===== config.mk =====
export PLATFORM = sky130hd
export DESIGN_NAME = datagram_chunk_reassembler_flat
export DESIGN_NICKNAME = d
export VERILOG_FILES = /design/src/design/dcr_pkg.sv /design/src/design/dcr_in_if.sv /design/src/design/dcr_out_if.sv /design/src/design/dcr_ram.sv /design/src/design/dcr_front.sv /design/src/design/dcr_queue.sv /design/src/design/dcr_back.sv /design/src/design/datagram_chunk_reassembler.sv /design/src/flat_wrapper.sv
export SDC_FILE = /design/constraint.sdc
export NUM_CORES = 2
export LEC_CHECK = 0
export ABC_AREA = 1
export BUFFER_PORTS_ARGS = -buffer_cell sky130_fd_sc_hd__buf_2
export CORE_MARGIN = 2
export CORE_UTILIZATION = 62
export DETAILED_ROUTE_END_ITERATION = 10
export PLACE_DENSITY = 0.83
export SLEW_MARGIN = 20
export SYNTH_ARGS = -nofsm -noshare
export SYNTH_HDL_FRONTEND = slang
export SYNTH_SLANG_ARGS = --single-unit

===== constraint.sdc =====
create_clock -name i_clk -period 12.1 [get_ports i_clk]
set_input_delay 0.605 -clock i_clk [delete_from_list [all_inputs] [get_ports i_clk]]
set_output_delay 0.605 -clock i_clk [all_outputs]
set_load 0.01 [all_outputs]

===== src/design/dcr_pkg.sv =====
`timescale 1ns / 1ps

package dcr_pkg;

    localparam int FRAME_W  = 32;
    localparam int LEN_W    = 16;
    localparam int RAW_W    = 16;
    localparam int OFF_W    = 21;
    localparam int CNT_W    = 16;
    localparam int GIDX_W   = 6;
    localparam int KIND_W   = 3;
    localparam int DROP_W   = 32;
    localparam int CHUNK_W  = 6;
    localparam int CLS_W    = 2;

    localparam int MAX_FRAME_CHUNKS_DEF = 32;
    localparam int QUEUE_DEPTH          = 2;

    localparam logic [OFF_W-1:0] BUF_BYTES_RESET  = 21'd102400;
    localparam logic [LEN_W-1:0] SINGLE_HDR_BYTES = 16'd4;
    localparam logic [LEN_W-1:0] CHUNK_HDR_BYTES  = 16'd8;
    localparam logic [LEN_W-1:0] MIN_SOI_LEN      = 16'd6;
    localparam logic [DROP_W-1:0] DROP_MAX        = 32'hFFFF_FFFF;

    localparam logic [KIND_W-1:0] KIND_IGNORED  = 3'd0;
    localparam logic [KIND_W-1:0] KIND_SINGLE   = 3'd1;
    localparam logic [KIND_W-1:0] KIND_BAD_HDR  = 3'd2;
    localparam logic [KIND_W-1:0] KIND_STORED   = 3'd3;
    localparam logic [KIND_W-1:0] KIND_DUP      = 3'd4;
    localparam logic [KIND_W-1:0] KIND_OVERFLOW = 3'd5;
    localparam logic [KIND_W-1:0] KIND_GATHER   = 3'd6;

    localparam logic [CLS_W-1:0] CLS_IGNORE = 2'd0;
    localparam logic [CLS_W-1:0] CLS_SINGLE = 2'd1;
    localparam logic [CLS_W-1:0] CLS_BAD    = 2'd2;
    localparam logic [CLS_W-1:0] CLS_CHUNK  = 2'd3;

    typedef struct packed {
        logic [CLS_W-1:0]   cls;
        logic [FRAME_W-1:0] frame_id;
        logic [CNT_W-1:0]   bytes;
        logic [CHUNK_W-1:0] idx;
        logic [CHUNK_W-1:0] total;
    } t_cmd;

    typedef struct packed {
        logic [KIND_W-1:0]  kind;
        logic [OFF_W-1:0]   offset;
        logic [CNT_W-1:0]   byte_count;
        logic [GIDX_W-1:0]  gather_index;
        logic               dropped_previous;
        logic               frame_complete;
        logic [OFF_W-1:0]   frame_bytes;
        logic [DROP_W-1:0]  dropped_frames;
        logic               last;
    } t_result;

endpackage


===== src/design/dcr_in_if.sv =====
`timescale 1ns / 1ps

interface dcr_in_if;
    import dcr_pkg::*;

    logic               valid;
    logic               ready;
    logic [FRAME_W-1:0] frame_id;
    logic [LEN_W-1:0]   datagram_len;
    logic               soi_marker;
    logic [RAW_W-1:0]   chunk_index;
    logic [RAW_W-1:0]   chunk_total;

    modport source (
        output valid, frame_id, datagram_len, soi_marker, chunk_index, chunk_total,
        input  ready
    );

    modport sink (
        input  valid, frame_id, datagram_len, soi_marker, chunk_index, chunk_total,
        output ready
    );
endinterface


===== src/design/dcr_out_if.sv =====
`timescale 1ns / 1ps

interface dcr_out_if;
    import dcr_pkg::*;

    logic               valid;
    logic               ready;
    logic [KIND_W-1:0]  result_kind;
    logic [OFF_W-1:0]   offset;
    logic [CNT_W-1:0]   byte_count;
    logic [GIDX_W-1:0]  gather_index;
    logic               dropped_previous;
    logic               frame_complete;
    logic [OFF_W-1:0]   frame_bytes;
    logic [DROP_W-1:0]  dropped_frames;
    logic               last;

    modport source (
        output valid, result_kind, offset, byte_count, gather_index, dropped_previous,
               frame_complete, frame_bytes, dropped_frames, last,
        input  ready
    );

    modport sink (
        input  valid, result_kind, offset, byte_count, gather_index, dropped_previous,
               frame_complete, frame_bytes, dropped_frames, last,
        output ready
    );
endinterface


===== src/design/dcr_ram.sv =====
`timescale 1ns / 1ps

module dcr_ram #(
    parameter int WIDTH = 8,
    parameter int DEPTH = 32,
    parameter int AW    = (DEPTH > 1) ? $clog2(DEPTH) : 1
) (
    input  logic             i_clk,
    input  logic             i_we,
    input  logic [AW-1:0]    i_waddr,
    input  logic [WIDTH-1:0] i_wdata,
    input  logic [AW-1:0]    i_raddr,
    output logic [WIDTH-1:0] o_rdata
);
    logic [WIDTH-1:0] r_mem [DEPTH];
    logic [WIDTH-1:0] r_rdata;

    always_ff @(posedge i_clk) begin
        if (i_we) begin
            r_mem[i_waddr] <= i_wdata;
        end
        r_rdata <= r_mem[i_raddr];
    end

    assign o_rdata = r_rdata;
endmodule


===== src/design/dcr_front.sv =====
`timescale 1ns / 1ps

module dcr_front #(
    parameter int MAX_FRAME_CHUNKS = dcr_pkg::MAX_FRAME_CHUNKS_DEF
) (
    dcr_in_if.sink         i_hdr,
    output logic           o_push_valid,
    input  logic           i_push_ready,
    output dcr_pkg::t_cmd  o_push_data
);
    import dcr_pkg::*;

    t_cmd cmd;

    always_comb begin
        cmd          = '0;
        cmd.frame_id = i_hdr.frame_id;
        if (i_hdr.datagram_len >= MIN_SOI_LEN && i_hdr.soi_marker) begin
            cmd.cls   = CLS_SINGLE;
            cmd.bytes = i_hdr.datagram_len - SINGLE_HDR_BYTES;
        end else if (i_hdr.datagram_len < CHUNK_HDR_BYTES) begin
            cmd.cls = CLS_IGNORE;
        end else if (i_hdr.chunk_total == '0
                     || i_hdr.chunk_total > RAW_W'(MAX_FRAME_CHUNKS)
                     || i_hdr.chunk_index >= i_hdr.chunk_total) begin
            cmd.cls = CLS_BAD;
        end else begin
            cmd.cls   = CLS_CHUNK;
            cmd.bytes = i_hdr.datagram_len - CHUNK_HDR_BYTES;
            cmd.idx   = i_hdr.chunk_index[CHUNK_W-1:0];
            cmd.total = i_hdr.chunk_total[CHUNK_W-1:0];
        end
    end

    assign o_push_valid = i_hdr.valid;
    assign o_push_data  = cmd;
    assign i_hdr.ready  = i_push_ready;
endmodule


===== src/design/dcr_queue.sv =====
`timescale 1ns / 1ps

module dcr_queue (
    input  logic           i_clk,
    input  logic           i_rst_n,
    input  logic           i_push_valid,
    output logic           o_push_ready,
    input  dcr_pkg::t_cmd  i_push_data,
    output logic           o_pop_valid,
    input  logic           i_pop_ready,
    output dcr_pkg::t_cmd  o_pop_data
);
    import dcr_pkg::*;

    localparam int QAW = (QUEUE_DEPTH > 1) ? $clog2(QUEUE_DEPTH) : 1;
    localparam int QCW = $clog2(QUEUE_DEPTH + 1);

    t_cmd           r_mem [QUEUE_DEPTH];
    logic [QAW-1:0] r_wr_ptr, n_wr_ptr;
    logic [QAW-1:0] r_rd_ptr, n_rd_ptr;
    logic [QCW-1:0] r_count, n_count;
    logic           push, pop;

    assign o_push_ready = (r_count != QCW'(QUEUE_DEPTH));
    assign o_pop_valid  = (r_count != '0);
    assign o_pop_data   = r_mem[r_rd_ptr];
    assign push         = i_push_valid && o_push_ready;
    assign pop          = o_pop_valid && i_pop_ready;

    always_comb begin
        n_wr_ptr = r_wr_ptr;
        n_rd_ptr = r_rd_ptr;
        n_count  = r_count;
        if (push) begin
            n_wr_ptr = (r_wr_ptr == QAW'(QUEUE_DEPTH - 1)) ? '0 : r_wr_ptr + 1'b1;
        end
        if (pop) begin
            n_rd_ptr = (r_rd_ptr == QAW'(QUEUE_DEPTH - 1)) ? '0 : r_rd_ptr + 1'b1;
        end
        if (push && !pop) begin
            n_count = r_count + 1'b1;
        end else if (pop && !push) begin
            n_count = r_count - 1'b1;
        end
    end

    always_ff @(posedge i_clk) begin
        if (!i_rst_n) begin
            r_wr_ptr <= '0;
            r_rd_ptr <= '0;
            r_count  <= '0;
        end else begin
            r_wr_ptr <= n_wr_ptr;
            r_rd_ptr <= n_rd_ptr;
            r_count  <= n_count;
        end
    end

    always_ff @(posedge i_clk) begin
        if (push) begin
            r_mem[r_wr_ptr] <= i_push_data;
        end
    end
endmodule


===== src/design/dcr_back.sv =====
`timescale 1ns / 1ps

module dcr_back #(
    parameter int MAX_FRAME_CHUNKS = dcr_pkg::MAX_FRAME_CHUNKS_DEF
) (
    input  logic                      i_clk,
    input  logic                      i_rst_n,
    input  logic [dcr_pkg::OFF_W-1:0] i_buf_bytes,
    input  logic                      i_cmd_valid,
    output logic                      o_cmd_ready,
    input  dcr_pkg::t_cmd             i_cmd,
    dcr_out_if.source                 o_res
);
    import dcr_pkg::*;

    localparam int AW    = (MAX_FRAME_CHUNKS > 1) ? $clog2(MAX_FRAME_CHUNKS) : 1;
    localparam int ENT_W = OFF_W + CNT_W;

    localparam logic [2:0] ST_IDLE       = 3'd0;
    localparam logic [2:0] ST_WALK_RD    = 3'd1;
    localparam logic [2:0] ST_WALK_EV    = 3'd2;
    localparam logic [2:0] ST_HEAD       = 3'd3;
    localparam logic [2:0] ST_GATHER_RD  = 3'd4;
    localparam logic [2:0] ST_GATHER_OUT = 3'd5;

    logic [2:0]                  r_state, n_state;
    logic [FRAME_W-1:0]          r_cur_frame, n_cur_frame;
    logic [CHUNK_W-1:0]          r_exp, n_exp;
    logic [MAX_FRAME_CHUNKS-1:0] r_bits, n_bits;
    logic [CHUNK_W-1:0]          r_tally, n_tally;
    logic [OFF_W-1:0]            r_fill, n_fill;
    logic [DROP_W-1:0]           r_drop, n_drop;
    logic                        r_fc, n_fc;
    logic [OFF_W-1:0]            r_pos, n_pos;
    logic [CHUNK_W-1:0]          r_n, n_n;
    logic [CHUNK_W-1:0]          r_i, n_i;
    logic                        r_out_valid, n_out_valid;

    logic [KIND_W-1:0]           r_kind, n_kind;
    logic [OFF_W-1:0]            r_off, n_off;
    logic [CNT_W-1:0]            r_cnt, n_cnt;
    logic                        r_dp, n_dp;
    t_result                     r_out, n_out;

    logic                        slot_free;
    logic                        ram_we;
    logic [ENT_W-1:0]            ram_rdata;
    logic [CNT_W-1:0]            ent_size;
    logic [OFF_W-1:0]            ent_off;
    logic                        bit_i;
    logic                        walk_more;
    logic [CNT_W-1:0]            walk_sz;
    logic [OFF_W:0]              walk_sum;

    logic                        frame_chg;
    logic                        dp;
    logic [MAX_FRAME_CHUNKS-1:0] base_bits;
    logic [CHUNK_W-1:0]          base_tally;
    logic [OFF_W-1:0]            base_fill;
    logic [CHUNK_W-1:0]          base_exp;
    logic                        dup;
    logic [OFF_W:0]              fill_sum;
    logic                        fits;
    logic                        store;
    logic [CHUNK_W-1:0]          new_tally;

    dcr_ram #(
        .WIDTH (ENT_W),
        .DEPTH (MAX_FRAME_CHUNKS)
    ) u_table (
        .i_clk   (i_clk),
        .i_we    (ram_we),
        .i_waddr (i_cmd.idx[AW-1:0]),
        .i_wdata ({base_fill, i_cmd.bytes}),
        .i_raddr (r_i[AW-1:0]),
        .o_rdata (ram_rdata)
    );

    assign ent_size  = ram_rdata[CNT_W-1:0];
    assign ent_off   = ram_rdata[ENT_W-1:CNT_W];
    assign bit_i     = r_bits[r_i[AW-1:0]];
    assign slot_free = !r_out_valid || o_res.ready;

    assign walk_more = r_fc && (r_i < r_exp) && (r_i < CHUNK_W'(MAX_FRAME_CHUNKS))
                       && (r_pos < i_buf_bytes);
    assign walk_sz   = bit_i ? ent_size : '0;
    assign walk_sum  = {1'b0, r_pos} + (OFF_W + 1)'(walk_sz);

    assign frame_chg  = (i_cmd.frame_id != r_cur_frame);
    assign dp         = frame_chg && (r_tally != '0) && (r_tally < r_exp);
    assign base_bits  = frame_chg ? '0 : r_bits;
    assign base_tally = frame_chg ? '0 : r_tally;
    assign base_fill  = frame_chg ? '0 : r_fill;
    assign base_exp   = frame_chg ? i_cmd.total : r_exp;
    assign dup        = base_bits[i_cmd.idx[AW-1:0]];
    assign fill_sum   = {1'b0, base_fill} + (OFF_W + 1)'(i_cmd.bytes);
    assign fits       = (fill_sum <= {1'b0, i_buf_bytes});
    assign store      = !dup && fits;
    assign new_tally  = base_tally + CHUNK_W'(store);

    always_comb begin
        n_state     = r_state;
        n_cur_frame = r_cur_frame;
        n_exp       = r_exp;
        n_bits      = r_bits;
        n_tally     = r_tally;
        n_fill      = r_fill;
        n_drop      = r_drop;
        n_fc        = r_fc;
        n_pos       = r_pos;
        n_n         = r_n;
        n_i         = r_i;
        n_kind      = r_kind;
        n_off       = r_off;
        n_cnt       = r_cnt;
        n_dp        = r_dp;
        n_out       = r_out;
        n_out_valid = r_out_valid && !o_res.ready;
        o_cmd_ready = 1'b0;
        ram_we      = 1'b0;

        case (r_state)
            ST_IDLE: begin
                if (i_cmd_valid) begin
                    if (i_cmd.cls == CLS_CHUNK) begin
                        o_cmd_ready = 1'b1;
                        n_cur_frame = i_cmd.frame_id;
                        n_exp       = base_exp;
                        n_bits      = base_bits;
                        n_tally     = new_tally;
                        n_fill      = base_fill;
                        if (dp && r_drop != DROP_MAX) begin
                            n_drop = r_drop + 1'b1;
                        end
                        n_dp  = dp;
                        n_cnt = i_cmd.bytes;
                        n_off = dup ? '0 : base_fill;
                        if (dup) begin
                            n_kind = KIND_DUP;
                        end else if (fits) begin
                            n_kind = KIND_STORED;
                            ram_we = 1'b1;
                            n_fill = fill_sum[OFF_W-1:0];
                            n_bits[i_cmd.idx[AW-1:0]] = 1'b1;
                        end else begin
                            n_kind = KIND_OVERFLOW;
                        end
                        n_fc    = (new_tally >= base_exp);
                        n_pos   = '0;
                        n_n     = '0;
                        n_i     = '0;
                        n_state = ST_WALK_RD;
                    end else if (slot_free) begin
                        o_cmd_ready          = 1'b1;
                        n_out_valid          = 1'b1;
                        n_out                = '0;
                        n_out.dropped_frames = r_drop;
                        n_out.last           = 1'b1;
                        if (i_cmd.cls == CLS_SINGLE) begin
                            n_out.kind        = KIND_SINGLE;
                            n_out.byte_count  = i_cmd.bytes;
                            n_out.frame_bytes = OFF_W'(i_cmd.bytes);
                        end else if (i_cmd.cls == CLS_BAD) begin
                            n_out.kind = KIND_BAD_HDR;
                        end else begin
                            n_out.kind = KIND_IGNORED;
                        end
                    end
                end
            end
            ST_WALK_RD: begin
                n_state = walk_more ? ST_WALK_EV : ST_HEAD;
            end
            ST_WALK_EV: begin
                if (walk_sum <= {1'b0, i_buf_bytes}) begin
                    n_pos   = walk_sum[OFF_W-1:0];
                    n_n     = r_n + 1'b1;
                    n_i     = r_i + 1'b1;
                    n_state = ST_WALK_RD;
                end else begin
                    n_state = ST_HEAD;
                end
            end
            ST_HEAD: begin
                if (slot_free) begin
                    n_out_valid            = 1'b1;
                    n_out.kind             = r_kind;
                    n_out.offset           = r_off;
                    n_out.byte_count       = r_cnt;
                    n_out.gather_index     = '0;
                    n_out.dropped_previous = r_dp;
                    n_out.frame_complete   = r_fc;
                    n_out.frame_bytes      = r_pos;
                    n_out.dropped_frames   = r_drop;
                    n_out.last             = (r_n == '0);
                    n_i                    = '0;
                    if (r_n == '0) begin
                        if (r_fc) begin
                            n_cur_frame = '0;
                            n_exp       = '0;
                            n_bits      = '0;
                            n_tally     = '0;
                            n_fill      = '0;
                        end
                        n_state = ST_IDLE;
                    end else begin
                        n_state = ST_GATHER_RD;
                    end
                end
            end
            ST_GATHER_RD: begin
                n_state = ST_GATHER_OUT;
            end
            ST_GATHER_OUT: begin
                if (slot_free) begin
                    n_out_valid            = 1'b1;
                    n_out.kind             = KIND_GATHER;
                    n_out.offset           = bit_i ? ent_off : '0;
                    n_out.byte_count       = bit_i ? ent_size : '0;
                    n_out.gather_index     = GIDX_W'(r_i);
                    n_out.dropped_previous = r_dp;
                    n_out.frame_complete   = r_fc;
                    n_out.frame_bytes      = r_pos;
                    n_out.dropped_frames   = r_drop;
                    n_out.last             = (r_i == r_n - 1'b1);
                    if (r_i == r_n - 1'b1) begin
                        n_cur_frame = '0;
                        n_exp       = '0;
                        n_bits      = '0;
                        n_tally     = '0;
                        n_fill      = '0;
                        n_state     = ST_IDLE;
                    end else begin
                        n_i     = r_i + 1'b1;
                        n_state = ST_GATHER_RD;
                    end
                end
            end
            default: begin
                n_state = ST_IDLE;
            end
        endcase
    end

    always_ff @(posedge i_clk) begin
        if (!i_rst_n) begin
            r_state     <= ST_IDLE;
            r_cur_frame <= '0;
            r_exp       <= '0;
            r_bits      <= '0;
            r_tally     <= '0;
            r_fill      <= '0;
            r_drop      <= '0;
            r_fc        <= 1'b0;
            r_pos       <= '0;
            r_n         <= '0;
            r_i         <= '0;
            r_out_valid <= 1'b0;
        end else begin
            r_state     <= n_state;
            r_cur_frame <= n_cur_frame;
            r_exp       <= n_exp;
            r_bits      <= n_bits;
            r_tally     <= n_tally;
            r_fill      <= n_fill;
            r_drop      <= n_drop;
            r_fc        <= n_fc;
            r_pos       <= n_pos;
            r_n         <= n_n;
            r_i         <= n_i;
            r_out_valid <= n_out_valid;
        end
    end

    always_ff @(posedge i_clk) begin
        r_kind <= n_kind;
        r_off  <= n_off;
        r_cnt  <= n_cnt;
        r_dp   <= n_dp;
        r_out  <= n_out;
    end

    assign o_res.valid            = r_out_valid;
    assign o_res.result_kind      = r_out.kind;
    assign o_res.offset           = r_out.offset;
    assign o_res.byte_count       = r_out.byte_count;
    assign o_res.gather_index     = r_out.gather_index;
    assign o_res.dropped_previous = r_out.dropped_previous;
    assign o_res.frame_complete   = r_out.frame_complete;
    assign o_res.frame_bytes      = r_out.frame_bytes;
    assign o_res.dropped_frames   = r_out.dropped_frames;
    assign o_res.last             = r_out.last;
endmodule


===== src/design/datagram_chunk_reassembler.sv =====
`timescale 1ns / 1ps

// Datagram chunk reassembler: takes one datagram header per request and returns one or
// more results, the final one flagged by last. The front classifies a header in the
// cycle it is accepted and parks it in a two-entry queue, so up to two headers are taken
// back to back while the back end is busy or the result register is stalled. The back
// end retires an ignored, single-frame or bad-header request from idle once the result
// register is free; a chunk that does not complete its frame goes through walk-read and
// head. A frame-completing chunk walks the offset/size table twice through its single
// read port with registered read data: a read and an evaluate state per entry to size
// the gather list, then a read and an output state per gather entry. buffer_bytes resets
// to 102400; users must write it only while no request is in flight; it is not enforced.
module datagram_chunk_reassembler #(
    parameter int MAX_FRAME_CHUNKS = dcr_pkg::MAX_FRAME_CHUNKS_DEF
) (
    input  logic                      i_clk,
    input  logic                      i_rst_n,
    input  logic                      i_cfg_wr_en,
    input  logic [dcr_pkg::OFF_W-1:0] i_cfg_wr_data,
    dcr_in_if.sink                    i_hdr,
    dcr_out_if.source                 o_res
);
    import dcr_pkg::*;

    logic [OFF_W-1:0] r_buf_bytes;
    logic             push_valid, push_ready;
    t_cmd             push_data;
    logic             cmd_valid, cmd_ready;
    t_cmd             cmd_data;

    always_ff @(posedge i_clk) begin
        if (!i_rst_n) begin
            r_buf_bytes <= BUF_BYTES_RESET;
        end else if (i_cfg_wr_en) begin
            r_buf_bytes <= i_cfg_wr_data;
        end
    end

    dcr_front #(
        .MAX_FRAME_CHUNKS (MAX_FRAME_CHUNKS)
    ) u_front (
        .i_hdr        (i_hdr),
        .o_push_valid (push_valid),
        .i_push_ready (push_ready),
        .o_push_data  (push_data)
    );

    dcr_queue u_queue (
        .i_clk        (i_clk),
        .i_rst_n      (i_rst_n),
        .i_push_valid (push_valid),
        .o_push_ready (push_ready),
        .i_push_data  (push_data),
        .o_pop_valid  (cmd_valid),
        .i_pop_ready  (cmd_ready),
        .o_pop_data   (cmd_data)
    );

    dcr_back #(
        .MAX_FRAME_CHUNKS (MAX_FRAME_CHUNKS)
    ) u_back (
        .i_clk       (i_clk),
        .i_rst_n     (i_rst_n),
        .i_buf_bytes (r_buf_bytes),
        .i_cmd_valid (cmd_valid),
        .o_cmd_ready (cmd_ready),
        .i_cmd       (cmd_data),
        .o_res       (o_res)
    );
endmodule


===== src/flat_wrapper.sv =====
// flat-port wrapper written by rule: the top's interface ports become plain ports
module datagram_chunk_reassembler_flat import dcr_pkg::*;
#(
    parameter int MAX_FRAME_CHUNKS = dcr_pkg::MAX_FRAME_CHUNKS_DEF
)
  (i_clk, i_rst_n, i_cfg_wr_en, i_cfg_wr_data, i_hdr_valid, i_hdr_frame_id, i_hdr_datagram_len, i_hdr_soi_marker, i_hdr_chunk_index, i_hdr_chunk_total, i_hdr_ready, o_res_valid, o_res_result_kind, o_res_offset, o_res_byte_count, o_res_gather_index, o_res_dropped_previous, o_res_frame_complete, o_res_frame_bytes, o_res_dropped_frames, o_res_last, o_res_ready);
  dcr_in_if i_hdr_i ();
  dcr_out_if o_res_i ();
  input  logic i_clk;
  input  logic i_rst_n;
  input  logic i_cfg_wr_en;
  input  logic [dcr_pkg::OFF_W-1:0] i_cfg_wr_data;
  input wire logic [$bits(i_hdr_i.valid)-1:0] i_hdr_valid;
  input wire logic [$bits(i_hdr_i.frame_id)-1:0] i_hdr_frame_id;
  input wire logic [$bits(i_hdr_i.datagram_len)-1:0] i_hdr_datagram_len;
  input wire logic [$bits(i_hdr_i.soi_marker)-1:0] i_hdr_soi_marker;
  input wire logic [$bits(i_hdr_i.chunk_index)-1:0] i_hdr_chunk_index;
  input wire logic [$bits(i_hdr_i.chunk_total)-1:0] i_hdr_chunk_total;
  output wire logic [$bits(i_hdr_i.ready)-1:0] i_hdr_ready;
  output wire logic [$bits(o_res_i.valid)-1:0] o_res_valid;
  output wire logic [$bits(o_res_i.result_kind)-1:0] o_res_result_kind;
  output wire logic [$bits(o_res_i.offset)-1:0] o_res_offset;
  output wire logic [$bits(o_res_i.byte_count)-1:0] o_res_byte_count;
  output wire logic [$bits(o_res_i.gather_index)-1:0] o_res_gather_index;
  output wire logic [$bits(o_res_i.dropped_previous)-1:0] o_res_dropped_previous;
  output wire logic [$bits(o_res_i.frame_complete)-1:0] o_res_frame_complete;
  output wire logic [$bits(o_res_i.frame_bytes)-1:0] o_res_frame_bytes;
  output wire logic [$bits(o_res_i.dropped_frames)-1:0] o_res_dropped_frames;
  output wire logic [$bits(o_res_i.last)-1:0] o_res_last;
  input wire logic [$bits(o_res_i.ready)-1:0] o_res_ready;
  assign i_hdr_i.valid = i_hdr_valid;
  assign i_hdr_i.frame_id = i_hdr_frame_id;
  assign i_hdr_i.datagram_len = i_hdr_datagram_len;
  assign i_hdr_i.soi_marker = i_hdr_soi_marker;
  assign i_hdr_i.chunk_index = i_hdr_chunk_index;
  assign i_hdr_i.chunk_total = i_hdr_chunk_total;
  assign i_hdr_ready = i_hdr_i.ready;
  assign o_res_valid = o_res_i.valid;
  assign o_res_result_kind = o_res_i.result_kind;
  assign o_res_offset = o_res_i.offset;
  assign o_res_byte_count = o_res_i.byte_count;
  assign o_res_gather_index = o_res_i.gather_index;
  assign o_res_dropped_previous = o_res_i.dropped_previous;
  assign o_res_frame_complete = o_res_i.frame_complete;
  assign o_res_frame_bytes = o_res_i.frame_bytes;
  assign o_res_dropped_frames = o_res_i.dropped_frames;
  assign o_res_last = o_res_i.last;
  assign o_res_i.ready = o_res_ready;
  datagram_chunk_reassembler #(.MAX_FRAME_CHUNKS(MAX_FRAME_CHUNKS)) u_core (.i_clk(i_clk), .i_rst_n(i_rst_n), .i_cfg_wr_en(i_cfg_wr_en), .i_cfg_wr_data(i_cfg_wr_data), .i_hdr(i_hdr_i), .o_res(o_res_i));
endmodule

== Yosys cells after proc, flatten, opt, wreduce, memory -nomap -nowiden ==
Memories as Yosys holds them, arrays and structs flattened. A register that Yosys moved wholly into a read port is not among the register bits.
Cells that the tools add are included.

* Register bits: 335
* Input port bits: 107
* Memories kept: 2
* Logic and storage cells: 230
* Memory bits (writable): 1,308
* Output and inout port bits: 104

* Bitwise gates (word level): 1
* Add/sub/neg operators: 13
* Reduce and logical (&&, ||, !) cells: 39
* Mux-type cells: 109
* Equal/unequal tests: 23
* Order comparisons: 14

{| class="wikitable"
|+ Memories
! memory !! depth !! bits a word !! rd ports !! clocked after Yosys merged registers in !! write ports !! line !! text
|-
| u_core.u_back.u_table.r_mem || 32 || 37 || 1 || 1 || 1 || dcr_ram.sv:15 || <nowiki>logic [WIDTH-1:0] r_mem [DEPTH];</nowiki>
|-
| u_core.u_queue.r_mem || 2 || 62 || 1 || 1 || 1 || dcr_queue.sv:18 || <nowiki>t_cmd r_mem [QUEUE_DEPTH];</nowiki>
|}

{| class="wikitable"
|+ Operator list
! operator !! count
|-
| two-way mux 102 bit || 5
|-
| two-way mux 32 bit || 12
|-
| one-hot mux 102 bit (3 select lines) || 1
|-
| two-way mux 21 bit || 14
|-
| one-hot mux 32 bit (3 select lines) || 2
|-
| two-way mux 6 bit || 18
|-
| two-way mux 16 bit || 4
|-
| one-hot mux 21 bit (3 select lines) || 1
|-
| two-way mux 28 bit || 2
|-
| adder 21 x 16 -> 22 bit || 2
|-
| less-or-equal comparator 22 x 21 -> 1 bit || 2
|-
| one-hot mux 21 bit (2 select lines) || 1
|-
| one-hot mux 6 bit (3 select lines) || 2
|-
| adder 32 x 1 -> 32 bit (second input constant) || 1
|-
| != test 32 bit || 1
|-
| != test 32 bit (second input constant) || 1
|-
| OR 32 bit || 1
|-
| two-way mux 1 bit || 25
|-
| one-hot mux 6 bit (4 select lines) || 1
|-
| != test 2 bit (second input constant) || 11
|-
| < comparator 21 bit || 1
|-
| two-way mux 3 bit || 7
|-
| one-hot mux 3 bit (6 select lines) || 1
|-
| >= comparator 16 bit || 1
|-
| 45 further kinds || 82
|}

== Longest topological paths before layout ==
* Depth after elaboration: 11
* Mapped depth: 52

== By module ==
A second synthesis with hierarchy kept.

* Cells, all modules: 7,234
* Area, all modules: 75,585.0 sq um

{| class="wikitable"
|+ By module, submodules not included
! module !! area each (sq um) !! times used !! cells an instance
|-
| dcr_ram || 49,207.2 || 1 || 4,080
|-
| dcr_back || 18,821.8 || 1 || 2,491
|-
| dcr_queue || 5,018.6 || 1 || 230
|-
| dcr_front || 1,682.9 || 1 || 306
|-
| datagram_chunk_reassembler || 854.6 || 1 || 127
|}

== Least setup slack after synthesis ==
OpenSTA, ideal clock, no wires.

* Path type: reg-to-reg
* Start point: register (tool-made name)
* End point: register u_core.u_back.r_out, in the netlist u_core.u_back.o_res.byte_count[0], enable pin
* Library setup time: 0.714 ns
* Required time: 11.386 ns
* Path slack: 2.757 ns
* Arrival: 8.629 ns
* Cell stages (with the launch flop): 9
* Cells stage by stage: dfxtp_1 buf_4 buf_6 buf_2 mux2i_1 nor2_1 nor2_1 inv_1 a211oi_1

{| class="wikitable"
|+ RTL lines
! what !! line !! text
|-
| to (signal assigned) || dcr_back.sv:280 || <nowiki>r_out <= n_out;</nowiki>
|-
| to (decl) || dcr_back.sv:43 || <nowiki>t_result r_out, n_out;</nowiki>
|}

==> reports/metrics.cfg <==
[yosys]
synth_top_area_cell = edfxtp_1
synth_area_leaders = edfxtp_1, dfxtp_1, o21ai_0
ys_async_sr_fraction_pct = 0
synthMostInstantiatedCell = edfxtp_1
synth_top_area_share_pct = 60.77
yosys_register_bits = 1679
ys_seq_area_share_pct = 67.20
syn_inst = 6455
synth_common_cells = edfxtp_1, nand2_1, nor2_1
synthFlopType = edfxtp_1
synth_edf_count = 1449
syn_nets = 6701
syn_avg_cell_area_um2 = 11.09
syn_area_um2 = 71600
ys_types = 52
yosysWarnings = 0

[cts]
path_clk_slew_ps = 60
cts_max_level = 4
clkLatencyLatePin_ps = 800
cts_sinks = 1679
cts_tree = yes
cts_hold_buf = 16
postCtsSetupBuffers = 0
numCtsBuffers = 162
cts_buffer_depth = 3
root_buffer = clkbuf_16
cts_resized = 0

[power_and_ir_drop]
total_leakage_power_nw = 30.16
powerDensity_nw_per_um2 = 183.4
peakVddDrop_v = 0.0001696

[global_route]
grt_pass1_wl_mm = 313.4
antenna_found_initial = 7
grt_max_degree = 202
grt_pass1_vias = 51818
overflow = 0
grt.total_usage_pct = 35.68

[critical_path]
path_common_cell = nand2_1
worstPathMaxFanout = 54
crit_family = simple AND/OR/NAND/NOR gates
worstSetupPathType = reg2reg
cp-end-kind = flop
crit_buf_inv = 5
cp.arrival_ps = 10160
worstPathRequired_ps = 12710
slowest_delay_ps = 770
start_kind = flop
cp_slowest_cell = inv_1

[cells_and_area]
diodes = 0
nNetsFinal = 6824
area.growth.synth_to_final_pct = 11.56
drive_above_1_share_pct = 9.778

[hold_path]
min_from = i_hdr_frame_id[19]
hold_class = in2reg

[timing]
rsz0062_at_grt = no
holdWs_ps = 22.30
worst_slew_pin_slew_ps = 1286
finalCritPeriodShare_pct = 78.92
maxSlewViolCount = 0
setup_viol = 0
tns_ps = 0
max_freq_ghz = 0.1047
fin_skew_ps = 32.60
hold_viol = 0
relSlewSlack_pct = 13.37
layout_min_cycle_time_ps = 9550

[placement]
io_buffers = 210
gp_congestion = 0.9996
hpwl_mm = 121.3

[detailed_routing]
postRouteAntennaNets = 0
wire_per_inst_um = 25.84
finalWirelength_mm = 212.7
dr_total_vias = 53768
via_per_inst = 6.532
drcViolationCount = 0
first_pass_iters = 10
drtIter0Drc = 8597

[flow_run]
drv_cap = 0

[floorplanning]
die_w_um = 343.8
die_area_um2 = 118200
rows = 124
pin_count = 211
initial_core_util_pct = 62.53
coreArea_um2 = 114500
fp.dieH_um = 343.8

[outcome]
status = finished, final reports clean

per-stage QoR:
step / utilization [%] / worst slack, ps / std cells / total power (W) / cell area [um^2]
floorplan: - / 2757 / 6455 / 0.008580 / 71600
global placement: 64.80 / 3099 / 7910 / 0.009406 / 74200
detailed placement: 64.80 / 2784 / 7910 / 0.009481 / 74200
CTS: 69.75 / 2733 / 8231 / 0.01459 / 79870
global route: 69.76 / 1769 / 8231 / 0.01509 / 79870
finish: 69.76 / 2550 / 8231 / 0.01465 / 79870
cells by family (layout without fill, tap and decap cells):
kind of cell,count (synthesis),in the layout,share of synthesized area [%]
and+or+nand+nor,2317,2317,13.34
muxes,2,2,0.02796
AOI/OAI and AO/OA,1466,1466,11.79
buffers and inverters,764,1028,4.109
xor gates and xnor gates,88,88,1.076
adders and majority gates,139,139,2.450
DFF,1679,1679,67.20
final cells by class:
| class | instances | area, um^2 |
|---|---|---|
| Sequential cell | 1679 | 48130 |
| Fill cell | 7617 | 34630 |
| Multi-Input combinational cell | 4012 | 20800 |
| Clock buffer | 216 | 4503 |
| Timing Repair Buffer | 334 | 2063 |
| Tap cell | 1512 | 1892 |
| Inverter | 389 | 1481 |
| Clock inverter | 89 | 1008 |
metal layers:
layer / wire length [um] / vias to the layer above / track usage [%]
met5: 57 / - / 0
met4: 12560 / 8 / 19.88
met3: 29030 / 734 / 8.930
met2: 96330 / 4123 / 55.06
met1: 74700 / 25582 / 46.65
li1: - / 23321 / -
sequential cells by signal, summed over array words and instances (netlist names), 16 cells and up, named ones only:
| name | cells |
|---|---|
| u_core.u_queue.r_mem | 122 |
| u_core.u_back.r_cur_frame | 32 |
| u_core.u_back.u_table.o_rdata | 37 |
| u_core.u_back.r_bits | 32 |
| u_core.u_back.o_res.byte_count | 16 |
| u_core.u_back.r_cnt | 16 |
| u_core.u_back.r_off | 21 |
| u_core.u_back.o_res.dropped_frames | 32 |
| u_core.u_back.r_pos | 21 |
| u_core.u_back.u_table.r_mem | 1184 |
| u_core.u_back.r_fill | 21 |
| u_core.u_back.r_drop | 32 |
| u_core.u_back.o_res.frame_bytes | 21 |
| u_core.r_buf_bytes | 21 |
| u_core.u_back.o_res.offset | 21 |
layout by cell type, fill, tap and decap left out, types with 7 or more instances in the layout:
cell type	instances
a21boi_0	8
a21o_1	7
a21oi_1	255
a32o_1	21
buf_2	210
buf_4	104
bufinv_16	16
clkbuf_1	35
clkbuf_16	167
clkbuf_8	14
clkinv_1	29
clkinv_2	25
dfxtp_1	226
dlygate4sd3_1	16
edfxtp_1	1449
ha_1	137
inv_1	376
inv_2	7
nand2_1	996
nand2_2	9
nand3_1	210
nand3b_1	15
nand4_1	108
nor2_1	852
nor2_4	11
nor3_1	44
nor3_2	30
nor4_1	18
o211ai_1	46
o21ai_0	762
o221ai_1	111
o22ai_1	201
o22ai_2	10
o31ai_1	12
or2_2	10
xnor2_1	22
xor2_1	66
worst register-to-register path: cells and delay by family, from the launching register on:
family	cells	cell delay (ps)
and+or+nand+nor	22	3430
DFF	1	320
adders and majority gates	6	1550
AOI/OAI and AO/OA	10	1890
xor gates and xnor gates	1	210
buffers and inverters	5	1990
path summary, 6_finish.rpt:
check	slack [ps]	cells after the start	to
max reg2reg	2550	44	u_core.u_back.r_fc
max	2550	44	u_core.u_back.r_fc
min reg2reg	450	0	u_core.u_back.o_res.dropped_frames[16]
min	20	1	u_core.u_queue.r_mem[0][47]
where the power goes:
part	internal [W]	total [W]	switching [W]
logic	0.000572	0.00240	0.00183
clock network	0.00299	0.00520	0.00221
registers	0.00690	0.00705	0.000151
total	0.0105	0.0147	0.00419
No activity file was read; power rests on OpenSTA's default activity.
